<file path="src/sv/sadff_pkg.sv">
// Package for the short-address data frame filter.
// Holds request types, header byte positions, filter constants and register codes.
// No dependencies.
package sadff_pkg;

  localparam int unsigned DATA_W = 32;
  localparam int unsigned ADDR_W = 3;

  // Register decode on paddr[2]
  localparam logic REG_PAN_ID     = 1'b0;
  localparam logic REG_SHORT_ADDR = 1'b1;

  localparam logic [15:0] PAN_ID_RST     = 16'd26;
  localparam logic [15:0] SHORT_ADDR_RST = 16'd0;

  // Result kinds
  localparam logic KIND_PAYLOAD = 1'b0;
  localparam logic KIND_VERDICT = 1'b1;

  // Frame control checks
  localparam logic [7:0] FC0_MASK = 8'h47;
  localparam logic [7:0] FC0_WANT = 8'h41;
  localparam logic [7:0] FC1_MASK = 8'hCC;
  localparam logic [7:0] FC1_WANT = 8'h88;

  localparam logic [15:0] BROADCAST_ADDR = 16'hFFFF;
  localparam logic [7:0]  MIN_LENGTH     = 8'd11;

  // Header byte positions, counted from the length byte at zero
  localparam logic [7:0] IDX_FC0       = 8'd1;
  localparam logic [7:0] IDX_FC1       = 8'd2;
  localparam logic [7:0] IDX_SEQ       = 8'd3;
  localparam logic [7:0] IDX_PAN_LO    = 8'd4;
  localparam logic [7:0] IDX_PAN_HI    = 8'd5;
  localparam logic [7:0] IDX_DST_LO    = 8'd6;
  localparam logic [7:0] IDX_DST_HI    = 8'd7;
  localparam logic [7:0] IDX_SRC_LO    = 8'd8;
  localparam logic [7:0] IDX_SRC_HI    = 8'd9;
  localparam logic [7:0] IDX_PAYLOAD_0 = 8'd10;

  typedef struct packed {
    logic [7:0] rx_byte;
    logic       frame_start;
  } in_req_t;

  typedef struct packed {
    logic        result_kind;
    logic [7:0]  payload_byte;
    logic        accepted;
    logic [15:0] source_address;
    logic [15:0] dest_address;
    logic [7:0]  sequence_number;
    logic [7:0]  payload_length;
    logic        frame_last;
  } out_req_t;

endpackage

</file>
<file path="src/sv/short_addr_data_frame_filter.sv">
// Receive address filter for short-address data frames, one byte per request.
// Depends on sadff_pkg for request types, constants and register codes.
//
// Usage:
//   in_valid/in_stall/in_data carry one received byte per request; frame_start
//   marks the PHY length byte. out_valid/out_stall/out_data carry results:
//   payload bytes of a passing frame (FCS dropped), then one verdict request
//   with frame_last set after the frame's last byte.
//   Each byte is decoded in the cycle it is taken; its result sits in the
//   output register from the next cycle on, one byte per cycle sustained
//   unless stalled. The single output register is the only stage, so
//   in_stall is high only while a result is held and out_stall is high.
//   A new frame_start drops a frame in progress with no result; bytes outside
//   a frame are taken and discarded.
//   Reset (rst_n low, synchronous) closes any frame, empties the output
//   register and loads own_pan_id = 26, own_short_address = 0.
//   APB registers: 0x0 own_pan_id, 0x4 own_short_address (low 16 bits).
//   Write them only while no frame is in flight.
module short_addr_data_frame_filter
  import sadff_pkg::*;
(
  input  logic              clk,
  input  logic              rst_n,

  input  logic              in_valid,
  output logic              in_stall,
  input  in_req_t           in_data,

  output logic              out_valid,
  input  logic              out_stall,
  output out_req_t          out_data,

  input  logic              psel,
  input  logic              penable,
  input  logic              pwrite,
  input  logic [ADDR_W-1:0] paddr,
  input  logic [DATA_W-1:0] pwdata,
  output logic [DATA_W-1:0] prdata,
  output logic              pready
);

  logic [15:0] own_pan_r;
  logic [15:0] own_addr_r;

  logic        in_frame_r,  in_frame_nxt;
  logic [7:0]  idx_r,       idx_nxt;
  logic [7:0]  len_r,       len_nxt;
  logic        hp_r,        hp_nxt;
  logic [7:0]  seq_r,       seq_nxt;
  logic [7:0]  pan_lo_r,    pan_lo_nxt;
  logic [15:0] dst_r,       dst_nxt;
  logic [15:0] src_r,       src_nxt;

  logic        out_valid_r, out_valid_nxt;
  out_req_t    out_data_r,  out_data_nxt;

  logic        in_fire;
  logic        cfg_wr;
  logic [7:0]  idx_inc;
  logic [15:0] pan_full;
  logic [15:0] dst_full;
  logic        emit;
  logic        payload_ok;

  assign pready   = 1'b1;
  assign cfg_wr   = psel & penable & pwrite & pready;
  assign in_stall = out_valid_r & out_stall;
  assign in_fire  = in_valid & ~in_stall;

  assign out_valid = out_valid_r;
  assign out_data  = out_data_r;

  always_comb begin
    case (paddr[2])
      REG_PAN_ID:     prdata = {{(DATA_W-16){1'b0}}, own_pan_r};
      REG_SHORT_ADDR: prdata = {{(DATA_W-16){1'b0}}, own_addr_r};
      default:        prdata = '0;
    endcase
  end

  always_ff @(posedge clk) begin
    if (!rst_n) begin
      own_pan_r  <= PAN_ID_RST;
      own_addr_r <= SHORT_ADDR_RST;
    end else if (cfg_wr) begin
      case (paddr[2])
        REG_PAN_ID:     own_pan_r  <= pwdata[15:0];
        REG_SHORT_ADDR: own_addr_r <= pwdata[15:0];
        default:        ;
      endcase
    end
  end

  assign idx_inc  = idx_r + 8'd1;
  assign pan_full = {in_data.rx_byte, pan_lo_r};
  assign dst_full = {in_data.rx_byte, dst_r[7:0]};
  // payload runs from byte 10 up to the byte before the two FCS bytes
  assign payload_ok = (idx_inc >= IDX_PAYLOAD_0) &&
                      (({1'b0, idx_inc} + 9'd1) < {1'b0, len_r});

  always_comb begin
    in_frame_nxt  = in_frame_r;
    idx_nxt       = idx_r;
    len_nxt       = len_r;
    hp_nxt        = hp_r;
    seq_nxt       = seq_r;
    pan_lo_nxt    = pan_lo_r;
    dst_nxt       = dst_r;
    src_nxt       = src_r;
    emit          = 1'b0;
    out_data_nxt  = '0;

    if (in_fire) begin
      if (in_data.frame_start) begin
        in_frame_nxt = 1'b1;
        idx_nxt      = '0;
        len_nxt      = in_data.rx_byte;
        hp_nxt       = (in_data.rx_byte >= MIN_LENGTH);
        seq_nxt      = '0;
        pan_lo_nxt   = '0;
        dst_nxt      = '0;
        src_nxt      = '0;
        if (in_data.rx_byte == 8'd0) begin
          // zero length: verdict (always a reject) on the length byte
          emit                     = 1'b1;
          in_frame_nxt             = 1'b0;
          out_data_nxt.result_kind = KIND_VERDICT;
          out_data_nxt.frame_last  = 1'b1;
        end
      end else if (in_frame_r) begin
        idx_nxt = idx_inc;
        case (idx_inc)
          IDX_FC0: if ((in_data.rx_byte & FC0_MASK) != FC0_WANT) hp_nxt = 1'b0;
          IDX_FC1: if ((in_data.rx_byte & FC1_MASK) != FC1_WANT) hp_nxt = 1'b0;
          IDX_SEQ:    seq_nxt    = in_data.rx_byte;
          IDX_PAN_LO: pan_lo_nxt = in_data.rx_byte;
          IDX_PAN_HI: begin
            pan_lo_nxt = in_data.rx_byte;
            if (pan_full != own_pan_r) hp_nxt = 1'b0;
          end
          IDX_DST_LO: dst_nxt = {8'd0, in_data.rx_byte};
          IDX_DST_HI: begin
            dst_nxt = dst_full;
            if (dst_full != own_addr_r && dst_full != BROADCAST_ADDR) hp_nxt = 1'b0;
          end
          IDX_SRC_LO: src_nxt = {8'd0, in_data.rx_byte};
          IDX_SRC_HI: src_nxt = {in_data.rx_byte, src_r[7:0]};
          default: ;
        endcase

        if (idx_inc == len_r) begin
          emit                     = 1'b1;
          in_frame_nxt             = 1'b0;
          out_data_nxt.result_kind = KIND_VERDICT;
          out_data_nxt.frame_last  = 1'b1;
          if (hp_nxt) begin
            out_data_nxt.accepted        = 1'b1;
            out_data_nxt.source_address  = src_nxt;
            out_data_nxt.dest_address    = dst_nxt;
            out_data_nxt.sequence_number = seq_nxt;
            out_data_nxt.payload_length  = len_r - MIN_LENGTH;
          end
        end else if (payload_ok && hp_nxt) begin
          emit                      = 1'b1;
          out_data_nxt.result_kind  = KIND_PAYLOAD;
          out_data_nxt.payload_byte = in_data.rx_byte;
        end
      end
    end
  end

  // hold the result while stalled, else load a new one or drain
  always_comb begin
    if (emit) out_valid_nxt = 1'b1;
    else      out_valid_nxt = out_valid_r & out_stall;
  end

  always_ff @(posedge clk) begin
    if (!rst_n) begin
      in_frame_r  <= 1'b0;
      idx_r       <= '0;
      len_r       <= '0;
      hp_r        <= 1'b1;
      seq_r       <= '0;
      pan_lo_r    <= '0;
      dst_r       <= '0;
      src_r       <= '0;
      out_valid_r <= 1'b0;
    end else begin
      in_frame_r  <= in_frame_nxt;
      idx_r       <= idx_nxt;
      len_r       <= len_nxt;
      hp_r        <= hp_nxt;
      seq_r       <= seq_nxt;
      pan_lo_r    <= pan_lo_nxt;
      dst_r       <= dst_nxt;
      src_r       <= src_nxt;
      out_valid_r <= out_valid_nxt;
    end
  end

  always_ff @(posedge clk) begin
    if (emit) out_data_r <= out_data_nxt;
  end

  a_payload_fields: assert property (@(posedge clk) disable iff (!rst_n)
    out_valid_r && out_data_r.result_kind == KIND_PAYLOAD |->
      !out_data_r.frame_last && !out_data_r.accepted)
    else $error("payload request carries verdict fields");

  a_reject_zeroed: assert property (@(posedge clk) disable iff (!rst_n)
    out_valid_r && out_data_r.result_kind == KIND_VERDICT && !out_data_r.accepted |->
      out_data_r.source_address == 16'd0 && out_data_r.dest_address == 16'd0 &&
      out_data_r.payload_length == 8'd0)
    else $error("rejected verdict leaks header fields");

  a_zero_len_closes: assert property (@(posedge clk) disable iff (!rst_n)
    in_fire && in_data.frame_start && in_data.rx_byte == 8'd0 |=>
      !in_frame_r && out_valid_r && out_data_r.result_kind == KIND_VERDICT)
    else $error("zero-length frame not closed with a verdict");

  a_stall_only_full: assert property (@(posedge clk) disable iff (!rst_n)
    in_stall |-> out_valid_r)
    else $error("input stalled with empty output register");

  a_index_in_frame: assert property (@(posedge clk) disable iff (!rst_n)
    in_frame_r |-> idx_r < len_r)
    else $error("byte index ran past frame length");

endmodule
</file>
<file path="config.mk">
export PLATFORM = sky130hd
export DESIGN_NAME = short_addr_data_frame_filter
export DESIGN_NICKNAME = d
export VERILOG_FILES = /design/src/sv/sadff_pkg.sv /design/src/sv/short_addr_data_frame_filter.sv
export SDC_FILE = /design/constraint.sdc
export NUM_CORES = 1
export LEC_CHECK = 0
export BUFFER_PORTS_ARGS = -buffer_cell sky130_fd_sc_hd__buf_2
export CAP_MARGIN = 40
export CORE_UTILIZATION = 51
export CTS_CLUSTER_SIZE = 28
export DETAILED_ROUTE_END_ITERATION = 8
export PLACE_DENSITY = 0.82
export SETUP_SLACK_MARGIN = 0.4
export SLEW_MARGIN = 10
export SYNTH_ARGS = -nofsm -noshare
export SYNTH_HDL_FRONTEND = slang
export SYNTH_SLANG_ARGS = --single-unit
export TNS_END_PERCENT = 100
</file>
<file path="constraint.sdc">
create_clock -name clk -period 4.3 [get_ports clk]
set_input_delay 0.43 -clock clk [delete_from_list [all_inputs] [get_ports clk]]
set_output_delay 0.43 -clock clk [all_outputs]
set_load 0.01 [all_outputs]
</file>
==> reports/results.ini <==
[timing]
finalSetupViolations = 0
fin_tns_setup_ns = 0
period_share_pct = 83.6
final-max-slew-violation-count = 0
hold_violations = 0
rsz0062_at_grt = false
whs_ns = 0.238
post-route-min-period_ns = 3.60
fin_skew_ns = 0.0116
worst-slew-pin-transition_ns = 0.892
maxSlewHeadroom_pct = 40.1
timing.fmax_ghz = 0.278

[global_routing]
overflow = 0
grt_max_degree = 49
grt_pass1_vias = 5742
grt_first_pass_wirelength_um = 29800
grt_usage_pct = 23.8
antenna_found_initial = 0

[placed_design]
dp_hpwl_um = 12800
place.gp.congestion = 0.905
portBuffers = 109

[clock_network]
clk_path_buf_depth = 2
cts_tree = yes
clock-sinks = 157
h-tree-depth = 4
hold_buffers = 0
post_cts_buffers = 0
cts_buffers = 17
cts_root_buf = clkbuf_16
clk_pin_slew_ns = 0.06
insertion_delay_ns = 0.44
cts_resized = 0

[floorplan]
die_x_um = 127
num_rows = 45
core_area_sq_um = 15300
dieHeight_um = 127
initial_utilization_pct = 52.3
die_area_sq_um = 16100
num_io_pins = 145

[pwr]
power_density_nw_per_um2 = 342
ir_worst_vdd_mv = 0.304
p_leak_nw = 3.33

[route]
drtIter0Drc = 495
drtAntennaViolNets = 0
vias_per_cell = 5.51
remaining_drc_errors = 0
drt_pre_antenna_iters = 5
wire_per_inst_um = 16.5
routed_wl_um = 18600
vias = 6225

[synth]
postSynth.asyncResetShare_pct = 0
yosys_warnings = 0
synth_edf_count = 58
yosysTopAreaCell = dfxtp_1
avgSynthCellArea_sq_um = 9.66
synthFlopType = dfxtp_1
synthCells = 826
syn_area_sq_um = 7980
yosys.area.top_type_share_pct = 24.8
synthDistinctLibCells = 64
ys_seq_area_share_pct = 46.7
synth_area_leaders = dfxtp_1, edfxtp_1, nand2_1, xor2_1, a21boi_0
synth_seq_cells = 157

[final_layout]
final_nets = 970
seq_area_sq_um = 3720
nFillCells = 1260
n_antenna_cell = 0
multi_input_area_sq_um = 3870
areaGrowthSynthToFinish_pct = 13.9
layout-drive-gt1-share_pct = 20.5

[run_status]
run_status = completed

[setup_path]
crit_type = reg2reg
worstSetupEndpointType = flop
required_ns = 4.41
crit_path_max_fanout = 48
cp-start-kind = flop
worstPathArrival_ns = 3.71

[job]
maxCapViolCount = 0

[worst_hold_path]
hp-class = in2reg

-- registers in the layout, summed over array words and instances, names as in the netlist --
signal,flops
dst_r,16
own_pan_r,16
len_r,8
idx_r,8
seq_r,8
hp_r,1
out_data,58
own_addr_r,16
pan_lo_r,8
src_r,16
out_valid,1
in_frame_r,1
-- metal layers --
layer | routed length (um) | track usage (%)
met1 | 8390 | 31.1
met2 | 8660 | 37.9
met3 | 1030 | 5.32
met4 | 522 | 10.2
met5 | 0 | 0
-- stage by stage --
stage	power, mW	util (%)	area, sq um	worst slack, ns	instances
6_report	3.11	59.5	9080	0.705	1129
5_1_grt	3.21	59.5	9080	0.445	1129
2_1_floorplan	1.74	-	8030	0.469	841
3_5_place_dp	1.79	56.1	8550	0.640	1097
3_3_place_gp	1.79	55.9	8530	0.727	1095
4_1_cts	3.12	59.5	9080	0.598	1129
-- worst max-delay path: stages, from the launching register on --
cell	delay (ns)
dfxtp_1	0.34
buf_4	0.19
inv_1	0.10
ha_1	0.36
nand2_1	0.08
or3_1	0.40
nor3_1	0.24
xnor2_1	0.15
ha_1	0.25
o21ai_0	0.08
a21oi_1	0.07
nor3_1	0.22
and3_1	0.24
or2_4	0.26
buf_12	0.28
-- power breakdown --
group | leakage [nW] | internal (mW) | switching, mW
clock network | 0.248 | 0.736 | 0.605
registers | 1.32 | 1.55 | 0.0155
logic | 1.76 | 0.0733 | 0.131
-- synthesized netlist by cell type, types with 16 or more instances --
| master | count |
|---|---|
| nor2_1 | 52 |
| nand3_1 | 25 |
| nor2b_1 | 33 |
| mux2i_1 | 16 |
| nand2_1 | 118 |
| a21boi_0 | 39 |
| dfxtp_1 | 99 |
| edfxtp_1 | 58 |
| xor2_1 | 39 |
| a21oi_1 | 24 |
| clkbuf_1 | 41 |
| xnor2_1 | 20 |
| buf_4 | 23 |
| mux2_2 | 16 |
| a22o_1 | 32 |
| a22oi_1 | 28 |
-- kinds of logic after synthesis --
group                    after synthesis  synth area share (%)
AND/OR/NAND/NOR                      306                  18.9
buffers and inverters                 89                  5.55
AO/OA/AOI/OAI                        165                  15.4
XOR/XNOR                              61                  6.89
flip-flops                           157                  46.7
multiplexers                          32                  4.27
other                                  2                0.0942
adder cells (fa/ha/maj)               14                  2.20
-- cell type report --
type	instances	area share (%)
Multi-Input combinational cell	595	42.6
Sequential cell	157	41.0
Timing Repair Buffer	120	7.13
Clock buffer	19	4.77
Tap cell	211	2.91
Clock inverter	13	1.01
Inverter	14	0.579
-- layout by cell type (no fill, tap or decap), drive strengths merged, types with 19 or more instances in the layout --
cell	count
edfxtp	58
nor2b	33
nand3	29
clkbuf	19
xnor2	21
a22oi	28
dfxtp	99
a21oi	24
xor2	40
a22o	32
a21boi	41
nor2	56
o21ai	19
nand2	120
buf	120
-- worst paths after layout --
kind,startpoint,end,slack [ns],cells past startpoint
hold reg to reg,src_r[5],src_r[5],0.48,1
setup reg to reg,idx_r[0],out_data[9],0.70,14
hold / removal,pwdata[4],own_pan_r[4],0.24,3
setup / recovery,idx_r[0],out_data[9],0.70,14
Note: power is estimated with default switching activity, not from simulation.
